## config.mk

```make
export PLATFORM = sky130hd
export DESIGN_NAME = dna_both_strand_exact_search
export DESIGN_NICKNAME = d
export VERILOG_FILES = /design/src/rtl/core/dbs_pkg.sv /design/src/rtl/core/dbs_cfg.sv /design/src/rtl/core/dbs_front.sv /design/src/rtl/core/dbs_match.sv /design/src/rtl/core/dna_both_strand_exact_search.sv
export VERILOG_INCLUDE_DIRS = /design/src /design/src/rtl/core
export SDC_FILE = /design/constraint.sdc
export NUM_CORES = 1
export LEC_CHECK = 0
export ABC_AREA = 1
export BUFFER_PORTS_ARGS = -buffer_cell sky130_fd_sc_hd__buf_2
export CAP_MARGIN = 20
export CORE_MARGIN = 5
export CORE_UTILIZATION = 35
export CTS_CLUSTER_SIZE = 20
export DETAILED_ROUTE_END_ITERATION = 10
export PLACE_DENSITY = 0.53
export SLEW_MARGIN = 20
export SYNTH_ARGS = -nofsm -noshare
export SYNTH_HDL_FRONTEND = slang
export SYNTH_SLANG_ARGS = --single-unit
```

## constraint.sdc

```tcl
create_clock -name clk -period 3.2 [get_ports clk]
set_input_delay 0.16 -clock clk [delete_from_list [all_inputs] [get_ports clk]]
set_output_delay 0.16 -clock clk [all_outputs]
set_load 0.02 [all_outputs]
```

## src/rtl/core/assert_macros.svh

```systemverilog
// Assertion helpers for the RTL files, used by dbs_match.
`ifndef ASSERT_MACROS_SVH
`define ASSERT_MACROS_SVH

// A property that must hold at every clock edge outside reset.
`define ASSERT_ALWAYS(label, clk, rst_n, prop) \
    label: assert property (@(posedge clk) disable iff (!rst_n) (prop)) \
        else $error("%m: assertion failed");

// When the antecedent holds, the consequent must hold in the next cycle.
`define ASSERT_NEXT(label, clk, rst_n, ante, cons) \
    label: assert property (@(posedge clk) disable iff (!rst_n) (ante) |=> (cons)) \
        else $error("%m: assertion failed");

`endif

```

## src/rtl/core/dbs_pkg.sv

```systemverilog
`default_nettype none

package dbs_pkg;

    localparam int MAX_PATTERN = 32;
    localparam int BASE_BITS   = 2;
    localparam int WINDOW_W    = MAX_PATTERN * BASE_BITS;
    localparam int SHIFT_W     = $clog2(WINDOW_W) + 1;
    localparam int LEN_W       = 6;
    localparam int RUN_W       = 6;
    localparam int POS_W       = 32;
    localparam int SEQ_W       = 8;
    localparam int BYTE_W      = 8;
    localparam int CFG_DATA_W  = 64;
    localparam int CFG_INDEX_W = 2;

    localparam logic [RUN_W-1:0] RUN_MAX = '1;
    localparam logic [POS_W-1:0] POS_MAX = '1;

    typedef enum logic [CFG_INDEX_W-1:0] {
        REG_PATTERN_BASES  = 2'd0,
        REG_PATTERN_LENGTH = 2'd1
    } cfg_reg_e;

    localparam logic [BYTE_W-1:0] CHAR_A     = 8'h41;
    localparam logic [BYTE_W-1:0] CHAR_C     = 8'h43;
    localparam logic [BYTE_W-1:0] CHAR_G     = 8'h47;
    localparam logic [BYTE_W-1:0] CHAR_T     = 8'h54;
    localparam logic [BYTE_W-1:0] LOWER_A    = 8'h61;
    localparam logic [BYTE_W-1:0] LOWER_Z    = 8'h7A;
    localparam logic [BYTE_W-1:0] CASE_DELTA = 8'h20;

    typedef logic [BASE_BITS-1:0] base_code_t;
    localparam base_code_t CODE_A = 2'd0;
    localparam base_code_t CODE_C = 2'd1;
    localparam base_code_t CODE_G = 2'd2;
    localparam base_code_t CODE_T = 2'd3;

    typedef struct packed {
        logic [BYTE_W-1:0] base_byte;
        logic              sequence_start;
        logic [SEQ_W-1:0]  sequence_id;
    } base_item_t;

    typedef struct packed {
        logic [POS_W-1:0] match_start;
        logic             on_reverse;
        logic [SEQ_W-1:0] match_sequence;
        logic             last_of_run;
    } hit_item_t;

    // Pattern as seen by the comparators, derived from the configuration.
    typedef struct packed {
        logic [LEN_W-1:0]    len;
        logic [WINDOW_W-1:0] mask;
        logic [WINDOW_W-1:0] fwd_target;
        logic [WINDOW_W-1:0] rev_target;
    } pattern_t;

    // Scan state after the most recent request, plus its pass-through fields.
    typedef struct packed {
        logic                valid;
        logic                is_base;
        logic [SEQ_W-1:0]    seq;
        logic [WINDOW_W-1:0] window;
        logic [RUN_W-1:0]    run;
        logic [POS_W-1:0]    pos;
    } front_t;

    function automatic logic [BYTE_W-1:0] fold_case(input logic [BYTE_W-1:0] b);
        logic [BYTE_W-1:0] r;
        r = b;
        if (b inside {[LOWER_A:LOWER_Z]})
        begin
            r = b - CASE_DELTA;
        end
        return r;
    endfunction

    // Reverses the order of the 2-bit bases in a full window word.
    function automatic logic [WINDOW_W-1:0] reverse_bases(input logic [WINDOW_W-1:0] w);
        logic [WINDOW_W-1:0] r;
        r = '0;
        for (int i = 0; i < MAX_PATTERN; i++)
        begin
            r[i*BASE_BITS +: BASE_BITS] = w[(MAX_PATTERN-1-i)*BASE_BITS +: BASE_BITS];
        end
        return r;
    endfunction

endpackage

`default_nettype wire

```

## src/rtl/core/dbs_cfg.sv

```systemverilog
`default_nettype none

module dbs_cfg
    import dbs_pkg::*;
(
    input  wire logic                   clk,
    input  wire logic                   rst_n,
    input  wire logic                   cfg_we,
    input  wire logic [CFG_INDEX_W-1:0] cfg_index,
    input  wire logic [CFG_DATA_W-1:0]  cfg_data,
    output pattern_t                    pattern
);

    logic [WINDOW_W-1:0] pattern_bases_reg;
    logic [LEN_W-1:0]    pattern_length_reg;
    pattern_t            pattern_reg;
    pattern_t            pattern_next;

    logic [LEN_W-1:0]   eff_len;
    logic [SHIFT_W-1:0] drop_bits;

    always_ff @(posedge clk or negedge rst_n)
    begin
        if (!rst_n)
        begin
            pattern_bases_reg  <= '0;
            pattern_length_reg <= LEN_W'(1);
        end
        else if (cfg_we)
        begin
            case (cfg_reg_e'(cfg_index))
                REG_PATTERN_BASES:  pattern_bases_reg  <= cfg_data[WINDOW_W-1:0];
                REG_PATTERN_LENGTH: pattern_length_reg <= cfg_data[LEN_W-1:0];
                default: ;
            endcase
        end
    end

    // The window keeps the newest base in the low bits, so the forward target is
    // the pattern with its base order reversed, while the reverse complement
    // target is simply the pattern with every base inverted.
    always_comb
    begin
        eff_len = pattern_length_reg;
        if (pattern_length_reg == '0)
        begin
            eff_len = LEN_W'(1);
        end
        else if (pattern_length_reg > LEN_W'(MAX_PATTERN))
        begin
            eff_len = LEN_W'(MAX_PATTERN);
        end
        drop_bits = SHIFT_W'(WINDOW_W) - SHIFT_W'({eff_len, 1'b0});

        pattern_next.len        = eff_len;
        pattern_next.mask       = {WINDOW_W{1'b1}} >> drop_bits;
        pattern_next.fwd_target = reverse_bases(pattern_bases_reg) >> drop_bits;
        pattern_next.rev_target = ~pattern_bases_reg & pattern_next.mask;
    end

    // The reset value is the one-base pattern A.
    always_ff @(posedge clk or negedge rst_n)
    begin
        if (!rst_n)
        begin
            pattern_reg.len        <= LEN_W'(1);
            pattern_reg.mask       <= WINDOW_W'({BASE_BITS{1'b1}});
            pattern_reg.fwd_target <= '0;
            pattern_reg.rev_target <= WINDOW_W'({BASE_BITS{1'b1}});
        end
        else
        begin
            pattern_reg <= pattern_next;
        end
    end

    assign pattern = pattern_reg;

endmodule

`default_nettype wire

```

## src/rtl/core/dbs_front.sv

```systemverilog
`default_nettype none

module dbs_front
    import dbs_pkg::*;
(
    input  wire logic       clk,
    input  wire logic       rst_n,
    input  wire logic       base_valid,
    output logic            base_ready,
    input  wire base_item_t base_item,
    input  wire logic       advance,
    output front_t          front
);

    front_t     front_reg;
    front_t     front_next;
    logic       accept;
    logic [BYTE_W-1:0] folded;
    base_code_t code;
    logic       code_ok;

    assign base_ready = !front_reg.valid || advance;
    assign accept     = base_valid && base_ready;
    assign folded     = fold_case(base_item.base_byte);

    always_comb
    begin
        code    = CODE_A;
        code_ok = 1'b1;
        case (folded)
            CHAR_A:  code = CODE_A;
            CHAR_C:  code = CODE_C;
            CHAR_G:  code = CODE_G;
            CHAR_T:  code = CODE_T;
            default: code_ok = 1'b0;
        endcase
    end

    always_comb
    begin
        front_next = front_reg;
        if (advance)
        begin
            front_next.valid = 1'b0;
        end
        if (accept)
        begin
            front_next.valid   = 1'b1;
            front_next.is_base = code_ok;
            front_next.seq     = base_item.sequence_id;
            if (base_item.sequence_start)
            begin
                front_next.pos = POS_W'(1);
                front_next.run = '0;
            end
            else if (front_reg.pos != POS_MAX)
            begin
                front_next.pos = front_reg.pos + POS_W'(1);
            end
            if (!code_ok)
            begin
                front_next.run = '0;
            end
            else
            begin
                front_next.window = {front_reg.window[WINDOW_W-BASE_BITS-1:0], code};
                if (front_next.run != RUN_MAX)
                begin
                    front_next.run = front_next.run + RUN_W'(1);
                end
            end
        end
    end

    always_ff @(posedge clk or negedge rst_n)
    begin
        if (!rst_n)
        begin
            front_reg <= '0;
        end
        else
        begin
            front_reg <= front_next;
        end
    end

    assign front = front_reg;

endmodule

`default_nettype wire

```

## src/rtl/core/dbs_match.sv

```systemverilog
`default_nettype none
`include "assert_macros.svh"

module dbs_match
    import dbs_pkg::*;
(
    input  wire logic     clk,
    input  wire logic     rst_n,
    input  wire front_t   front,
    input  wire pattern_t pattern,
    output logic          advance,
    output logic          hit_valid,
    input  wire logic     hit_ready,
    output hit_item_t     hit_item
);

    logic             pend_fwd_reg;
    logic             pend_fwd_next;
    logic             pend_rev_reg;
    logic             pend_rev_next;
    logic [POS_W-1:0] start_reg;
    logic [POS_W-1:0] start_next;
    logic [SEQ_W-1:0] seq_reg;
    logic [SEQ_W-1:0] seq_next;

    logic [WINDOW_W-1:0] win;
    logic run_ok;
    logic fwd_hit;
    logic rev_hit;
    logic any_hit;
    logic last;
    logic take;
    logic slot_free;

    assign win     = front.window & pattern.mask;
    assign run_ok  = front.valid && front.is_base && (front.run >= pattern.len);
    assign fwd_hit = run_ok && (win == pattern.fwd_target);
    assign rev_hit = run_ok && (win == pattern.rev_target);
    assign any_hit = fwd_hit || rev_hit;

    // The forward hit is shown first; the slot is free once its last hit leaves.
    assign hit_valid = pend_fwd_reg || pend_rev_reg;
    assign last      = !(pend_fwd_reg && pend_rev_reg);
    assign take      = hit_valid && hit_ready;
    assign slot_free = !hit_valid || (take && last);
    assign advance   = front.valid && (slot_free || !any_hit);

    always_comb
    begin
        pend_fwd_next = pend_fwd_reg;
        pend_rev_next = pend_rev_reg;
        start_next    = start_reg;
        seq_next      = seq_reg;
        if (take)
        begin
            if (pend_fwd_reg)
            begin
                pend_fwd_next = 1'b0;
            end
            else
            begin
                pend_rev_next = 1'b0;
            end
        end
        if (advance && any_hit)
        begin
            pend_fwd_next = fwd_hit;
            pend_rev_next = rev_hit;
            start_next    = front.pos - POS_W'(pattern.len) + POS_W'(1);
            seq_next      = front.seq;
        end
    end

    always_ff @(posedge clk or negedge rst_n)
    begin
        if (!rst_n)
        begin
            pend_fwd_reg <= 1'b0;
            pend_rev_reg <= 1'b0;
        end
        else
        begin
            pend_fwd_reg <= pend_fwd_next;
            pend_rev_reg <= pend_rev_next;
        end
    end

    always_ff @(posedge clk)
    begin
        start_reg <= start_next;
        seq_reg   <= seq_next;
    end

    assign hit_item.match_start    = start_reg;
    assign hit_item.on_reverse     = !pend_fwd_reg;
    assign hit_item.match_sequence = seq_reg;
    assign hit_item.last_of_run    = last;

    `ASSERT_NEXT(a_second_hit_follows, clk, rst_n, take && !last, hit_valid && !pend_fwd_reg)
    `ASSERT_NEXT(a_hit_lands, clk, rst_n, advance && any_hit, hit_valid)
    `ASSERT_ALWAYS(a_no_overwrite, clk, rst_n, !(advance && any_hit && hit_valid && !(take && last)))

endmodule

`default_nettype wire

```

## src/rtl/core/dna_both_strand_exact_search.sv

```systemverilog
// Both-strand exact pattern search over a stream of genome characters.
// The base channel (base_valid, base_ready, base_item) carries one character per
// request, with a start-of-sequence flag and a sequence id. The hit channel
// (hit_valid, hit_ready, hit_item) returns one request per match: the 1-based
// start of the matched window, the strand, the sequence id and a flag on the
// last hit caused by one character. Matches leave in position order, forward
// strand before reverse strand when both match at the same place.
// The user must write the pattern and its length through cfg_we, cfg_index and
// cfg_data only while the block is idle; the block itself does not enforce this.
// A write reaches the configuration registers and then the pattern register. The
// scan register holds each accepted character, whose hits are then offered from the
// hit register. The block takes one character every cycle while the single hit register
// has room; a character matching both strands holds it until both hits are taken, so
// a following matching character waits in the scan register with base_ready low.
// When the receiver stalls, characters that complete no match keep flowing; the
// first one that completes a match waits in the scan register, and base_ready
// stays low until the waiting hit is delivered.
// Reset clears the scan window, run count, position and all pending hits, and
// restores the pattern to one base, A.
`default_nettype none

module dna_both_strand_exact_search
    import dbs_pkg::*;
(
    input  wire logic                   clk,
    input  wire logic                   rst_n,
    input  wire logic                   cfg_we,
    input  wire logic [CFG_INDEX_W-1:0] cfg_index,
    input  wire logic [CFG_DATA_W-1:0]  cfg_data,
    input  wire logic                   base_valid,
    output logic                        base_ready,
    input  wire base_item_t             base_item,
    output logic                        hit_valid,
    input  wire logic                   hit_ready,
    output hit_item_t                   hit_item
);

    pattern_t pattern;
    front_t   front;
    logic     advance;

    // Configuration registers and the comparator targets derived from them.
    dbs_cfg u_cfg (
        .clk       (clk),
        .rst_n     (rst_n),
        .cfg_we    (cfg_we),
        .cfg_index (cfg_index),
        .cfg_data  (cfg_data),
        .pattern   (pattern)
    );

    // Character decode and scan state: window, run of valid bases, position.
    dbs_front u_front (
        .clk        (clk),
        .rst_n      (rst_n),
        .base_valid (base_valid),
        .base_ready (base_ready),
        .base_item  (base_item),
        .advance    (advance),
        .front      (front)
    );

    // Window compare on both strands and the hit register that drives the port.
    dbs_match u_match (
        .clk       (clk),
        .rst_n     (rst_n),
        .front     (front),
        .pattern   (pattern),
        .advance   (advance),
        .hit_valid (hit_valid),
        .hit_ready (hit_ready),
        .hit_item  (hit_item)
    );

endmodule

`default_nettype wire
```

==> results of run 1 <==
==> path summary, 6_finish.rpt <==
| check | slack [ns] | to | depth (start not counted) | from |
|---|---|---|---|---|
| min in group clk | 0.07 | u_front.front[38]$_DFFE_PN0P_ | 6 | base_item[11] |
| max in group asynchronous | 2.17 | u_front.front[34]$_DFFE_PN0P_ | 3 | rst_n |
| worst min register to register | 0.44 | u_match.seq_reg[6]$_DFFE_PP_ | 0 | u_front.front[108]$_DFFE_PN0P_ |
| worst max-delay path | 0.24 | base_ready | 9 | u_front.front[42]$_DFFE_PN0P_ |
| worst min-delay path | 0.03 | u_cfg.pattern[21]$_DFF_PN0_ | 2 | rst_n |
| worst max register to register | 0.25 | u_match.start_reg[31]$_DFFE_PP_ | 14 | u_cfg.pattern[192]$_DFF_PN1_ |
==> critical path, cell delays in order, from the launching register on <==
cell and delay, ns:
dfrtp_1 0.46, nand2_1 0.14, xnor2_1 0.15, nor2_1 0.32
nand2_1 0.11, nor4_2 0.32, nand2_1 0.09, nor2_1 0.14
o21ai_1 0.18, buf_2 0.28
==> layer usage <==
layer | up-vias | wire length [um]
li1 | 10800 | -
met1 | 10300 | 41200
met4 | 2 | 2570
met5 | - | 13
met3 | 119 | 4500
met2 | 608 | 37700
==> final cells by class <==
| type | count | area [um^2] | area share (%) |
|---|---|---|---|
| multi-input combinational | 2399 | 11500 | 41.7 |
| sequential | 390 | 9970 | 36.1 |
| timing repair buffer | 269 | 2130 | 7.72 |
| clock buffer | 62 | 1300 | 4.72 |
| inverter | 331 | 1240 | 4.51 |
| tap | 864 | 1080 | 3.92 |
| clock inverter | 22 | 342 | 1.24 |
| antenna | 2 | 5.00 | 0.0182 |
==> cell usage in the layout, fill, tap and decap left out, types with 37 or more instances in the layout <==
master,synthesis,final
a21oi_1,116,116
buf_2,33,129
buf_4,11,39
clkbuf_16,0,48
dfrtp_1,345,345
dlygate4sd3_1,0,83
edfxtp_1,40,40
ha_1,74,72
inv_1,325,323
nand2_1,1159,1156
nand3_1,263,261
nand4_1,131,131
nor2_1,346,345
o21ai_0,90,88
xor2_1,37,37
==> Yosys cell counts (2+ instances only) <==
cell type and instances:
a21boi_0 4, a21o_1 6, a21oi_1 116, a221oi_1 2
a31oi_1 3, and3_1 3, buf_1 21, buf_2 33
buf_4 11, clkbuf_1 66, dfrtp_1 345, dfstp_2 5
edfxtp_1 40, ha_1 74, inv_1 325, inv_2 6
mux2_2 11, nand2_1 1159, nand2_2 3, nand3_1 263
nand3_2 5, nand3b_1 31, nand4_1 131, nor2_1 346
nor2_2 4, nor3_1 29, nor3_2 2, nor3b_1 2
nor4_1 8, o211ai_1 14, o21ai_0 90, o21ai_1 2
o21bai_1 4, o31ai_1 4, or2_2 7, xnor2_1 32
xor2_1 37
==> cell families after synthesis <==
kind of cell / share of synthesized area (%)
AND/OR/NAND/NOR: 36.3
buffers and inverters: 7.87
flip-flops: 42.9
AO/OA/AOI/OAI: 5.77
adder cells (fa/ha/maj): 4.07
XOR/XNOR: 2.60
multiplexers: 0.533
other: 0.0161
==> power groups by stage <==
stage | Sequential (mW) | Combinational (mW) | Clock [mW]
5_1_grt | 6.91 | 8.24 | 6.08
2_1_floorplan | 6.36 | 4.65 | 0
6_report | 6.85 | 7.48 | 5.77
3_3_place_gp | 6.90 | 7.31 | 0
4_1_cts | 6.81 | 7.40 | 5.89
3_5_place_dp | 6.90 | 7.29 | 0
==> repair_timing <==
item                                    in CTS  in global routing
hold buffers                                83                  0
endpoints found under the hold margin      436                  0
endpoints found under the setup margin       1                 12
pin swaps                                    0                  0
resized for setup                            1                  9
gates cloned                                 0                  1
==> metrics by stage <==
step | area (um^2) | cells
floorplan | 23200 | 3252
global placement | 25000 | 4169
detailed placement | 25000 | 4169
CTS | 27500 | 4336
global route | 27600 | 4338
finish | 27600 | 4339
==> results.toml, run 1 <==
[worst_setup_path]
path_max_fanout = 3
setup.worst_path.start_class = "flop"
worstSetupEndpointType = "primary output"
worstPathRequired_ns = 3.04
critPathKind = "flop to primary output"
cp_data_arrival_time_ns = 2.80

[detailed_routing]
remaining_drc_errors = 0
detail-route-antenna-nets = 0
route.detailed.vias_per_inst = 5.04
route.detailed.wl_per_inst_um = 19.8
totalWireLength_um = 85900
dr.first_iter.drc_count = 1975
route.vias.total = 21900
number_of_detailed_routing_iterations_run_before_antenna_repair = 6

[pwr]
p_leak_nw = 14.4
p_sw_share_pct = 41.7
vdd.ir_drop.worst_uv = 502
pwr-share-comb_pct = 37.2
power.share.sequential_pct = 34.1
p_total_mw = 20.1
p_clk_share_pct = 28.7
switchingPower_mw = 8.39
pwr_density_cell_mw_per_mm2 = 729
int_power_mw = 11.7

[clock_network]
ctsRootBufferMaster = "clkbuf_16"
cts_sinks = 390
clock_tree.htree_level_count = 2
cts_buffers = 46
path_clk_slew_ns = 0.06
insertion_delay_of_the_later_clocked_pin_in_the_worst_skew_pair_ns = 0.62
max-clock-path-buffers = 3
post-cts-setup-buffer-count = 0
tritoncts_clock_tree = "yes"

[floorplanning]
start_util_pct = 35.3
placement_rows = 94
chipWidth_um = 268
coreArea_mm2 = 0.0659
dieArea_mm2 = 0.0717
chipHeight_um = 268
number_of_ports_placed_on_the_die_boundary = 132

[placement]
placement.io_buffers = 131
globalplace.congestion = 0.973
dp_hpwl_um = 67200
placement.setup.worst_slack_ns = 0.215

[global_route]
grt_use_met2_pct = 36.3
overflow = 0
global_route_wire_length_before_repair_um = 131000
grt_antenna_before_repair = 3
globalRouteMet3Util_pct = 2.61
maximum_number_of_pins_on_one_net_before_global_route_repair = 111
groute.layer.met1.usage_pct = 35.7
globalRouteTotalUtil_pct = 23.8
first_global_vias = 20800
gr-max-usage-layer = "met2"

[logic_synthesis]
yosys.area.top_type = "dfrtp_1"
synth_cell_type_count = 45
synth_nets = 3415
synth-seq-cells = 390
async_reset_ff_share_pct = 89.7
synth_instances = 3252
yosys-top-cells-area = "dfrtp_1 37%, nand2_1 19%, nand3_1 5.7%"
avg_synthesized_cell_area_um2 = 7.15
synth_area_mm2 = 0.0232
synth.yosys.seq_area_share_pct = 42.9
synth_top_flop_cell = "dfrtp_1"
yosys_warnings = 0
netlist.area_leader.share_pct = 37.1
synth_enable_flop_cells = 40

[timing]
worst_hold_slack_ns = 0.0332
min_period_ns = 2.96
finalSetupViolations = 0
rsz0062_at_grt = "no"
timing.fmax_mhz = 338
finalCritPeriodShare_pct = 92.5
timing.max_slew.rel_slack_pct = 33.4
layout_setup_ws_ns = 0.240
tightest_slew_ns = 0.999
final.setup_skew_ns = 0.0354
setup_tns_ns = 0
report.final.hold_viol_count = 0
maxSlewViolCount = 0

[run_status]
status = "complete, no violations"

[hold_path]
hold_path_class = "primary input to asynchronous set/reset pin"

[flow_run]
max-cap-violations = 0

[final_layout]
fillers = 6853
fin_util_pct = 41.9
largest_register_ff_count = 166
area.growth.synth_to_final_pct = 18.6
layout.nets = 3600
final_layout_size_suffix_gt1_share_pct = 9.21
Note: power is estimated with default switching activity, not from simulation.
==> inputs of run 2 (changes only) <==
- GPL_TIMING_DRIVEN: not set -> 0
==> results.toml, run 2 (synthesis results as in run 1) <==
[global_route]
globalRouteTotalUtil_pct = 25.6
maximum_number_of_pins_on_one_net_before_global_route_repair = 98
global_route_wire_length_before_repair_um = 137000
overflow = 0
grt_antenna_before_repair = 2
first_global_vias = 21300

[detailed_routing]
number_of_detailed_routing_iterations_run_before_antenna_repair = 7
totalWireLength_um = 93400
dr.first_iter.drc_count = 1904
remaining_drc_errors = 0
route.vias.total = 22400
route.detailed.vias_per_inst = 5.08
route.detailed.wl_per_inst_um = 21.2
detail-route-antenna-nets = 0

[floorplanning]
coreArea_mm2 = 0.0659
dieArea_mm2 = 0.0717
number_of_ports_placed_on_the_die_boundary = 132
chipHeight_um = 268
start_util_pct = 35.3
placement_rows = 94
chipWidth_um = 268

[worst_setup_path]
setup.worst_path.start_class = "flop"
worstPathRequired_ns = 3.63
path_max_fanout = 19
critPathKind = "flop to flop"
cp_data_arrival_time_ns = 3.57
worstSetupEndpointType = "flop"

[final_layout]
mostFrequentLayoutCell = "nand2_1"
most-common-layout-cells = "1,155 x nand2_1, 345 x dfrtp_1, 336 x nor2_1"
layout.nets = 3673
footprint_of_the_multi_input_gates_mm2 = 0.0116
sequential_cell_area_mm2 = 0.00997
post_layout_nonfiller_instances = 4414
final_layout_size_suffix_gt1_share_pct = 10.2
fin_util_pct = 42.1
area.growth.synth_to_final_pct = 19.3
fillers = 6949
largest_register_ff_count = 166

[clock_network]
clock_tree.htree_level_count = 2
ctsRootBufferMaster = "clkbuf_16"
cts_buffers = 48
path_clk_slew_ns = 0.06
tritoncts_clock_tree = "yes"
max-clock-path-buffers = 3
cts_sinks = 390
insertion_delay_of_the_later_clocked_pin_in_the_worst_skew_pair_ns = 0.61

[timing]
maxSlewViolCount = 0
final.setup_skew_ns = 0.0260
finalCritPeriodShare_pct = 98.1
timing.max_slew.rel_slack_pct = 46.6
report.final.hold_viol_count = 0
layout_setup_ws_ns = 0.0595
timing.fmax_mhz = 318
min_period_ns = 3.14
finalSetupViolations = 0
worst_hold_slack_ns = 0.0997
tightest_slew_ns = 0.800

[hold_path]
hold_path_class = "primary input to flop"

[run_status]
status = "complete, no violations"

[placement]
globalplace.congestion = 1.02
dp_hpwl_um = 76100
placement.io_buffers = 129
numPlacedInstances = 4249
placement.setup.worst_slack_ns = -1.48

[flow_run]
max-cap-violations = 0

[pwr]
p_leak_nw = 14.5
pwr_density_cell_mw_per_mm2 = 744
p_total_mw = 20.6
vdd.ir_drop.worst_uv = 461
==> run 2: repair_timing <==
item	in CTS	in global routing
hold endpoints to repair	145	0
setup buffers	1	0
hold buffers	76	0
gates resized for setup	67	57
cloned	0	0
pin swaps	3	4
setup endpoints to repair	164	93
==> run 2: layout make-up <==
type / instances / area share, %
multi-input combinational: 2399 / 41.7
buffer: 130 / 2.63
clock inverter: 23 / 0.839
clock buffer: 66 / 5.01
tap: 864 / 3.90
sequential: 390 / 35.9
timing repair buffer: 210 / 5.50
inverter: 331 / 4.48
antenna: 1 / 0.00902
==> run 2: where the power goes <==
part           leakage, nW  internal [mW]  switching (mW)
clock                0.802           3.29            2.27
sequential            4.83           5.91           0.729
combinational         8.84           2.36            6.07
==> run 2: metal layers <==
layer / global-route usage [%] / wire length, um / up-vias
met1: 36.4 / 43100 / 10600
met4: 9.45 / 4150 / 0
met2: 40.3 / 40900 / 744
met5: 0 / 0 / -
li1: - / - / 11000
met3: 3.19 / 5280 / 169
==> run 2: worst paths after layout <==
| check | startpoint | end | slack [ns] | depth (start not counted) |
|---|---|---|---|---|
| setup / recovery | u_cfg.pattern_length_reg[0]$_DFFE_PN1P_ | u_cfg.pattern[78]$_DFF_PN0_ | 0.06 | 16 |
| max in group asynchronous | rst_n | u_cfg.pattern_length_reg[0]$_DFFE_PN1P_ | 2.12 | 3 |
| hold / removal | base_item[11] | u_front.front[38]$_DFFE_PN0P_ | 0.1 | 6 |
| min in group asynchronous | rst_n | u_front.front[74]$_DFFE_PN0P_ | 0.14 | 2 |
| setup reg to reg | u_cfg.pattern_length_reg[0]$_DFFE_PN1P_ | u_cfg.pattern[78]$_DFF_PN0_ | 0.06 | 16 |
| hold reg to reg | u_front.front[105]$_DFFE_PN0P_ | u_match.seq_reg[3]$_DFFE_PP_ | 0.45 | 0 |
==> run 2: metrics by stage <==
step,instance area (um^2),TNS [ns]
2_1_floorplan,23200,0
6_report,27700,0
5_1_grt,27700,-0.00112
3_3_place_gp,25000,-1896.74
3_5_place_dp,25100,-109.36
4_1_cts,27600,0
==> run 2: worst max-delay path: stages (launching register included) <==
cell and delay, ns:
dfstp_2 0.55, nor2_1 0.06, nand4_1 0.08, nand2_1 0.08, buf_4 0.19, inv_1 0.12
buf_12 0.17, ha_2 0.21, inv_1 0.08, ha_4 0.34, inv_2 0.09, buf_8 0.16
clkbuf_4 0.21, nand2_1 0.12, nand3_1 0.20, nand3_2 0.15, o21ai_0 0.16
